**src/sv/prtg_pkg.sv**
```systemverilog
package prtg_pkg;

  // Register indexes on the configuration port
  localparam logic [1:0] REG_FLIP_MASK  = 2'd0;
  localparam logic [1:0] REG_PHASE_MASK = 2'd1;
  localparam logic [1:0] REG_COS_HALF   = 2'd2;
  localparam logic [1:0] REG_SIN_HALF   = 2'd3;

  localparam logic signed [15:0] COS_RESET = 16'sh7FFF;
  localparam logic signed [15:0] SIN_RESET = 16'sh0000;

  // Configuration as seen by the pipeline, masks already cut to the qubit count
  typedef struct packed {
    logic [63:0]        flip_mask;
    logic [63:0]        phase_mask;
    logic signed [15:0] cos_half;
    logic signed [15:0] sin_half;
  } cfg_t;

  // Stage 1 payload: term with its Pauli phase code
  typedef struct packed {
    logic [63:0]        basis;
    logic [63:0]        flip_basis;
    logic signed [15:0] amp_re;
    logic signed [15:0] amp_im;
    logic [1:0]         k;
  } s1_t;

  // Stage 2 payload: exact Q2.30 products
  typedef struct packed {
    logic [63:0]        basis;
    logic [63:0]        flip_basis;
    logic signed [31:0] c_re;
    logic signed [31:0] c_im;
    logic signed [31:0] s_re;
    logic signed [31:0] s_im;
    logic [1:0]         k;
  } s2_t;

  // Q2.30 to Q1.15, round half up, saturate
  function automatic logic signed [15:0] round_sat(input logic signed [31:0] p);
    logic signed [32:0] t;
    logic signed [17:0] r;
    t = {p[31], p} + 33'sd16384;
    r = 18'(t >>> 15);
    if (r > 18'sd32767) begin
      return 16'sh7FFF;
    end else if (r < -18'sd32768) begin
      return 16'sh8000;
    end else begin
      return r[15:0];
    end
  endfunction

endpackage

```
**src/sv/prtg_phase.sv**
```systemverilog
// Stage 1: flipped basis and phase code k = 3 + nY + 2*parity (mod 4)
module prtg_phase (
  input  logic               clk,
  input  logic               rst_n,
  input  prtg_pkg::cfg_t     cfg,
  input  logic               in_valid,
  output logic               in_ready,
  input  logic [63:0]        in_basis,
  input  logic signed [15:0] in_re,
  input  logic signed [15:0] in_im,
  output logic               s1_valid,
  input  logic               s1_ready,
  output prtg_pkg::s1_t      s1
);

  logic          valid_r;
  prtg_pkg::s1_t s1_r;
  prtg_pkg::s1_t s1_nxt;
  logic [6:0]    ny_cnt;
  logic          parity;

  assign in_ready = !valid_r || s1_ready;

  // Phase code from the Y count and the Z parity of the basis
  always_comb begin
    ny_cnt            = 7'($countones(cfg.flip_mask & cfg.phase_mask));
    parity            = ^(in_basis & cfg.phase_mask);
    s1_nxt.basis      = in_basis;
    s1_nxt.flip_basis = in_basis ^ cfg.flip_mask;
    s1_nxt.amp_re     = in_re;
    s1_nxt.amp_im     = in_im;
    s1_nxt.k          = 2'd3 + ny_cnt[1:0] + {parity, 1'b0};
  end

  always_ff @(posedge clk) begin
    if (!rst_n) begin
      valid_r <= 1'b0;
    end else if (in_ready) begin
      valid_r <= in_valid;
    end
  end

  always_ff @(posedge clk) begin
    if (in_ready && in_valid) begin
      s1_r <= s1_nxt;
    end
  end

  assign s1_valid = valid_r;
  assign s1       = s1_r;

endmodule

```
**src/sv/prtg_mul.sv**
```systemverilog
// Stage 2: four 16x16 products, registered
module prtg_mul (
  input  logic           clk,
  input  logic           rst_n,
  input  prtg_pkg::cfg_t cfg,
  input  logic           s1_valid,
  output logic           s1_ready,
  input  prtg_pkg::s1_t  s1,
  output logic           s2_valid,
  input  logic           s2_ready,
  output prtg_pkg::s2_t  s2
);

  logic          valid_r;
  prtg_pkg::s2_t s2_r;
  prtg_pkg::s2_t s2_nxt;

  assign s1_ready = !valid_r || s2_ready;

  always_comb begin
    s2_nxt.basis      = s1.basis;
    s2_nxt.flip_basis = s1.flip_basis;
    s2_nxt.c_re       = cfg.cos_half * s1.amp_re;
    s2_nxt.c_im       = cfg.cos_half * s1.amp_im;
    s2_nxt.s_re       = cfg.sin_half * s1.amp_re;
    s2_nxt.s_im       = cfg.sin_half * s1.amp_im;
    s2_nxt.k          = s1.k;
  end

  always_ff @(posedge clk) begin
    if (!rst_n) begin
      valid_r <= 1'b0;
    end else if (s1_ready) begin
      valid_r <= s1_valid;
    end
  end

  always_ff @(posedge clk) begin
    if (s1_ready && s1_valid) begin
      s2_r <= s2_nxt;
    end
  end

  assign s2_valid = valid_r;
  assign s2       = s2_r;

endmodule

```
**src/sv/prtg_emit.sv**
```systemverilog
// Stage 3: apply i^k, round both terms, then send cosine beat and Pauli beat
module prtg_emit (
  input  logic               clk,
  input  logic               rst_n,
  input  logic               s2_valid,
  output logic               s2_ready,
  input  prtg_pkg::s2_t      s2,
  output logic               out_valid,
  input  logic               out_ready,
  output logic [63:0]        out_basis,
  output logic signed [15:0] out_re,
  output logic signed [15:0] out_im,
  output logic               out_last
);

  logic               valid_r;
  logic               phase_r;
  logic [63:0]        basis_r;
  logic [63:0]        fbasis_r;
  logic signed [15:0] cre_r, cim_r, pre_r, pim_r;
  logic signed [31:0] rre, rim;
  logic               load;

  // Pair register is free when empty or its Pauli beat leaves now
  assign s2_ready = !valid_r || (phase_r && out_ready);
  assign load     = s2_ready && s2_valid;

  // Multiply by i^k exactly: swap and negate
  always_comb begin
    case (s2.k)
      2'd0: begin
        rre = s2.s_re;
        rim = s2.s_im;
      end
      2'd1: begin
        rre = -s2.s_im;
        rim = s2.s_re;
      end
      2'd2: begin
        rre = -s2.s_re;
        rim = -s2.s_im;
      end
      default: begin
        rre = s2.s_im;
        rim = -s2.s_re;
      end
    endcase
  end

  always_ff @(posedge clk) begin
    if (!rst_n) begin
      valid_r <= 1'b0;
      phase_r <= 1'b0;
    end else if (load) begin
      valid_r <= 1'b1;
      phase_r <= 1'b0;
    end else if (valid_r && out_ready) begin
      valid_r <= !phase_r;
      phase_r <= !phase_r;
    end
  end

  always_ff @(posedge clk) begin
    if (load) begin
      basis_r  <= s2.basis;
      fbasis_r <= s2.flip_basis;
      cre_r    <= prtg_pkg::round_sat(s2.c_re);
      cim_r    <= prtg_pkg::round_sat(s2.c_im);
      pre_r    <= prtg_pkg::round_sat(rre);
      pim_r    <= prtg_pkg::round_sat(rim);
    end
  end

  assign out_valid = valid_r;
  assign out_last  = phase_r;
  assign out_basis = phase_r ? fbasis_r : basis_r;
  assign out_re    = phase_r ? pre_r : cre_r;
  assign out_im    = phase_r ? pim_r : cim_r;

  // Cosine beat taken: its Pauli beat follows at once
  a_pauli_follows: assert property (@(posedge clk) disable iff (!rst_n)
    valid_r && !phase_r && out_ready |=> valid_r && phase_r)
    else $error("Pauli beat missing after cosine beat");

  // A held pair keeps its phase under stall
  a_stall_hold: assert property (@(posedge clk) disable iff (!rst_n)
    valid_r && !out_ready |=> valid_r && $stable(phase_r))
    else $error("output pair changed under stall");

  // A new pair never overwrites an unsent cosine beat
  a_no_overwrite: assert property (@(posedge clk) disable iff (!rst_n)
    valid_r && !phase_r |-> !s2_ready)
    else $error("pair register accepts while cosine beat pending");

endmodule

```
**src/sv/pauli_rotation_term_generator.sv**
```systemverilog
// Channel | Dir | Beat fields (low bit up)
// in_     | in  | tdata: basis_index[63:0], amp_re[79:64], amp_im[95:80]
// out_    | out | tdata: out_basis[63:0], out_re[79:64], out_im[95:80];
//         |     | tlast: is_flipped_term
// cfg_    | in  | cfg_index (0 flip, 1 phase, 2 cos, 3 sin), cfg_data
//
// Three register stages (phase code, products, round/pair), then two output
// beats per term: cosine beat, then Pauli beat with tlast set.
// An input term passes the phase, product and pair registers before its cosine
// beat; a new term enters the pair register as the last Pauli beat leaves.
// rst_n is synchronous; it clears valid bits and loads register reset values.
// Stalls on out_ back up stage by stage; nothing is lost or repeated.
module pauli_rotation_term_generator #(
  parameter int QUBIT_COUNT = 64
) (
  input  logic        clk,
  input  logic        rst_n,
  input  logic        in_tvalid,
  output logic        in_tready,
  input  logic [95:0] in_tdata,   // basis_index, amp_re, amp_im
  output logic        out_tvalid,
  input  logic        out_tready,
  output logic [95:0] out_tdata,  // out_basis, out_re, out_im
  output logic        out_tlast,  // is_flipped_term
  input  logic        cfg_valid,
  output logic        cfg_ready,
  input  logic [1:0]  cfg_index,
  input  logic [63:0] cfg_data
);

  logic [QUBIT_COUNT-1:0] flip_r;
  logic [QUBIT_COUNT-1:0] phase_r;
  logic signed [15:0]     cos_r;
  logic signed [15:0]     sin_r;
  prtg_pkg::cfg_t         cfg;

  logic               s1_valid, s1_ready;
  prtg_pkg::s1_t      s1;
  logic               s2_valid, s2_ready;
  prtg_pkg::s2_t      s2;
  logic [63:0]        o_basis;
  logic signed [15:0] o_re, o_im;

  assign cfg_ready = 1'b1;

  // Configuration registers
  always_ff @(posedge clk) begin
    if (!rst_n) begin
      flip_r  <= '0;
      phase_r <= '0;
      cos_r   <= prtg_pkg::COS_RESET;
      sin_r   <= prtg_pkg::SIN_RESET;
    end else if (cfg_valid) begin
      unique case (cfg_index)
        prtg_pkg::REG_FLIP_MASK:  flip_r  <= cfg_data[QUBIT_COUNT-1:0];
        prtg_pkg::REG_PHASE_MASK: phase_r <= cfg_data[QUBIT_COUNT-1:0];
        prtg_pkg::REG_COS_HALF:   cos_r   <= cfg_data[15:0];
        prtg_pkg::REG_SIN_HALF:   sin_r   <= cfg_data[15:0];
      endcase
    end
  end

  assign cfg.flip_mask  = 64'(flip_r);
  assign cfg.phase_mask = 64'(phase_r);
  assign cfg.cos_half   = cos_r;
  assign cfg.sin_half   = sin_r;

  prtg_phase u_phase (
    .clk      (clk),
    .rst_n    (rst_n),
    .cfg      (cfg),
    .in_valid (in_tvalid),
    .in_ready (in_tready),
    .in_basis (in_tdata[63:0]),
    .in_re    (in_tdata[79:64]),
    .in_im    (in_tdata[95:80]),
    .s1_valid (s1_valid),
    .s1_ready (s1_ready),
    .s1       (s1)
  );

  prtg_mul u_mul (
    .clk      (clk),
    .rst_n    (rst_n),
    .cfg      (cfg),
    .s1_valid (s1_valid),
    .s1_ready (s1_ready),
    .s1       (s1),
    .s2_valid (s2_valid),
    .s2_ready (s2_ready),
    .s2       (s2)
  );

  prtg_emit u_emit (
    .clk       (clk),
    .rst_n     (rst_n),
    .s2_valid  (s2_valid),
    .s2_ready  (s2_ready),
    .s2        (s2),
    .out_valid (out_tvalid),
    .out_ready (out_tready),
    .out_basis (o_basis),
    .out_re    (o_re),
    .out_im    (o_im),
    .out_last  (out_tlast)
  );

  assign out_tdata = {o_im, o_re, o_basis};

endmodule

```
**config.mk**
```make
export PLATFORM = sky130hd
export DESIGN_NAME = pauli_rotation_term_generator
export DESIGN_NICKNAME = d
export VERILOG_FILES = /design/src/sv/prtg_pkg.sv /design/src/sv/prtg_phase.sv /design/src/sv/prtg_mul.sv /design/src/sv/prtg_emit.sv /design/src/sv/pauli_rotation_term_generator.sv
export SDC_FILE = /design/constraint.sdc
export NUM_CORES = 2
export LEC_CHECK = 0
export BUFFER_PORTS_ARGS = -buffer_cell sky130_fd_sc_hd__clkbuf_2
export CAP_MARGIN = 20
export CORE_UTILIZATION = 50
export DETAILED_ROUTE_END_ITERATION = 8
export PLACE_DENSITY = 0.67
export SLEW_MARGIN = 25
export SYNTH_ARGS = -nofsm -noshare
export SYNTH_HDL_FRONTEND = slang
export SYNTH_SLANG_ARGS = --single-unit
```
**constraint.sdc**
```tcl
create_clock -name clk -period 59.3 [get_ports clk]
set_input_delay 8.895 -clock clk [delete_from_list [all_inputs] [get_ports clk]]
set_output_delay 8.895 -clock clk [all_outputs]
set_load 0.01 [all_outputs]
```
==> flow_summary.ini <==
[place]
port_buffers = 265
place_area_sq_um = 72200
dpl.hpwl_mm = 128.6
place.gp.congestion = 0.8959

[finish]
area_growth_pct = 8.373
final_area_sq_um = 74850
fill_cells = 11740
fin_nets = 8192
layout-drive-gt1-share_pct = 9.183

[clock_network]
cts_tree = yes
clk_path_buf_depth = 3
cts.clk_slew.worst_paths_ns = 0.06
ctsHoldBuffers = 0
post_cts_buffers = 0
cts-buffers-inserted = 78
cts_resized = 0
cts.sinks = 748
cts_root_buf = clkbuf_16
clk_latency_ns = 0.68
htree_num_levels = 3

[setup_path]
path_max_fanout = 6
slowest_stage = a21boi_0
r2r_slack_ns = 51.57
cp_cell_sequence = clkbuf_2 -> a21boi_0 -> buf_4 -> nand3_1 -> clkbuf_2
critPathMaxStageDelay_ns = 0.23
crit_type = in -> out
cp.arrival_ns = 9.72
cp-start-kind = input port
required_ns = 50.41
endpoint_kind = output port
r2r_end = u_mul.s2[97]
crit_top_cell = clkbuf_2
reg2reg_depth = 24
worstReg2RegStart = cos_r[7]

[die]
rows = 136
pin_count = 267
start_util_pct = 50.30
die_x_um = 373.7
dieArea_sq_um = 139600
die_y_um = 373.7
fp.coreArea_sq_um = 137300

[synthesis]
yosysWarnings = 0
synth_edf_count = 584
synth_cell_types = 88
synth_nets = 8057
yosysTopAreaCell = fa_1
ys_ff_latch = 748
async_reset_ff_share_pct = 0
ys_seq_area_share_pct = 30.14
yosys-top-cells-area = fa_1 31%, edfxtp_1 25%, inv_1 6.3%
netlist_instances = 6486
synth_top_area_share_pct = 31.22
synth_ff_type = edfxtp_1
syn_area_sq_um = 69070
postSynthAreaPerCell_sq_um = 10.65

[sta]
timing.hold.ws_ns = 0.4055
rsz0062_at_grt = false
fin_skew_ns = 0.03001
tightest_slew_ns = 1.098
setup_viol = 0
final.min_clock_period_ns = 18.62
hold_viol_final = 0
drv_slew = 0
slew-limit-headroom_pct = 26.82
finalCritPeriodShare_pct = 31.39
fmax_ghz = 0.05371
tns_ns = 0

[global_routing]
antenna_found_initial = 21
grt_max_degree = 146
grt_pass1_vias = 46980
grt_pass1_wl_mm = 271.9
gr-total-overflow = 0
track_usage_pct = 25.45

[power]
clkPwrFrac_pct = 14.5
vdd_drop_max_v = 0.00009053
leakage_nw = 33.47
p_per_area_nw_per_um2 = 45.64
power_switching_w = 0.001509
p_int_w = 0.001907
pwr-share-comb_pct = 63.1
p_sw_share_pct = 44.18
seqPwrFrac_pct = 22.4

[detailed_routing]
drt_iter0_markers = 3487
dr.pass1.iters = 5
wire_per_inst_um = 20.56
vias = 45080
drcViolationCount = 0
wl_mm = 174.6
viasPerCell = 5.306
postRouteAntennaNets = 0

[min_path]
min_path_type = reg -> reg
min_path_cells = 0
min_to = u_emit.fbasis_r[9]
min-delay-start = u_mul.s2[139]

[status]
outcome = finished clean

[job]
drv_cap = 0
-- layout make-up --
class | instances | area [sq um] | share of cell area (%)
diodes | 16 | 40.04 | 0.05349
clock buffers | 101 | 2088 | 2.790
clock inverters | 44 | 511.7 | 0.6837
inverters | 1155 | 4335 | 5.792
multi-input cells | 4286 | 42780 | 57.16
flip-flops and latches | 748 | 20830 | 27.82
well taps | 1794 | 2245 | 2.999
repair buffers | 352 | 2018 | 2.696
-- worst max path at each step --
stage          startpoint          end  slack (ns)  cells after the start
2_1_floorplan  out_tready  u_mul.s2[0]       32.46                      2
3_3_place_gp   out_tready    in_tready       40.64                      5
3_5_place_dp   out_tready    in_tready       40.70                      5
4_1_cts        out_tready    in_tready       40.69                      5
5_1_grt        out_tready    in_tready       40.64                      5
6_report       out_tready    in_tready       40.68                      5
-- critical path, delay by kind of cell --
| family | cells | cell delay, ns |
|---|---|---|
| AO/OA/AOI/OAI | 1 | 0.23 |
| buffers and inverters | 3 | 0.48 |
| AND/OR/NAND/NOR | 1 | 0.11 |
-- cells in the mapped netlist, types with 20 or more instances --
| cell type | count |
|---|---|
| xnor2_1 | 225 |
| nor2_1 | 148 |
| edfxtp_1 | 584 |
| and3_1 | 20 |
| nand3_1 | 61 |
| dfxtp_1 | 164 |
| o21ai_0 | 111 |
| ha_1 | 327 |
| fa_1 | 1077 |
| and2_1 | 506 |
| a21o_1 | 27 |
| nand2_1 | 961 |
| xor2_1 | 146 |
| a31oi_1 | 21 |
| a21oi_1 | 84 |
| nand2b_1 | 36 |
| clkbuf_1 | 265 |
| nor3_1 | 30 |
| mux2_2 | 98 |
| inv_1 | 1153 |
| a21boi_0 | 152 |
-- cells in the final DEF, fill, tap and decap left out, types with 84 or more instances in the layout --
master    instances
xor2_1          146
nand2_1         961
ha_1            327
edfxtp_1        584
and2_1          506
buf_4            85
inv_1          1153
a21boi_0        151
xnor2_1         225
fa_1           1077
o21ai_0         111
nor2_1          148
mux2_2           98
dfxtp_1         161
a21oi_1          84
clkbuf_2        264
-- power groups by stage --
stage | clock network, W | logic (W) | registers, W
after detailed placement | 0 | 0.00214 | 0.000775
after global routing | 0.000523 | 0.00246 | 0.000769
after CTS | 0.000503 | 0.00216 | 0.000764
final | 0.000496 | 0.00216 | 0.000764
after floorplan | 0 | 0.00158 | 0.000767
after global placement | 0 | 0.00207 | 0.000772
-- cells by family after synthesis --
group                    count (synthesis)  share of synthesized area [%]
multiplexers                           115                          1.899
other                                    1                       0.005430
XOR/XNOR                               371                          4.705
adder cells (fa/ha/maj)               1404                          37.14
AND/OR/NAND/NOR                       1872                          13.06
buffers and inverters                 1452                          7.976
flip-flops                             748                          30.14
AO/OA/AOI/OAI                          523                          5.069
-- routing by layer --
layer  global-route usage [%]  vias to the layer above  wire (um)
met3                    4.994                      265      14130
met2                    41.27                     1567      82720
met1                    34.58                    22840      73320
li1                         -                    20410          -
met4                    7.780                        2       4456
met5                        0                        -         13
-- state kept, by name (all words and copies together), names as in the netlist --
name	flops
u_emit.basis_r	64
u_phase.s1_valid	1
u_emit.pim_r	16
u_emit.cim_r	16
u_emit.pre_r	16
cos_r	16
sin_r	16
u_emit.fbasis_r	64
u_emit.out_last	1
flip_r	64
u_phase.s1	162
u_emit.cre_r	16
u_mul.s2_valid	1
u_emit.out_valid	1
u_mul.s2	230
phase_r	64
-- metrics by stage --
stage,std cells,power (W),worst slack (ns),utilization [%]
3_5_place_dp,8335,0.002911,40.70,52.58
2_1_floorplan,6486,0.002350,32.46,-
5_1_grt,8493,0.003752,40.64,54.50
6_report,8496,0.003416,40.68,54.51
3_3_place_gp,8334,0.002846,40.64,52.56
4_1_cts,8480,0.003425,40.69,54.47
Note: power is estimated with default switching activity, not from simulation.
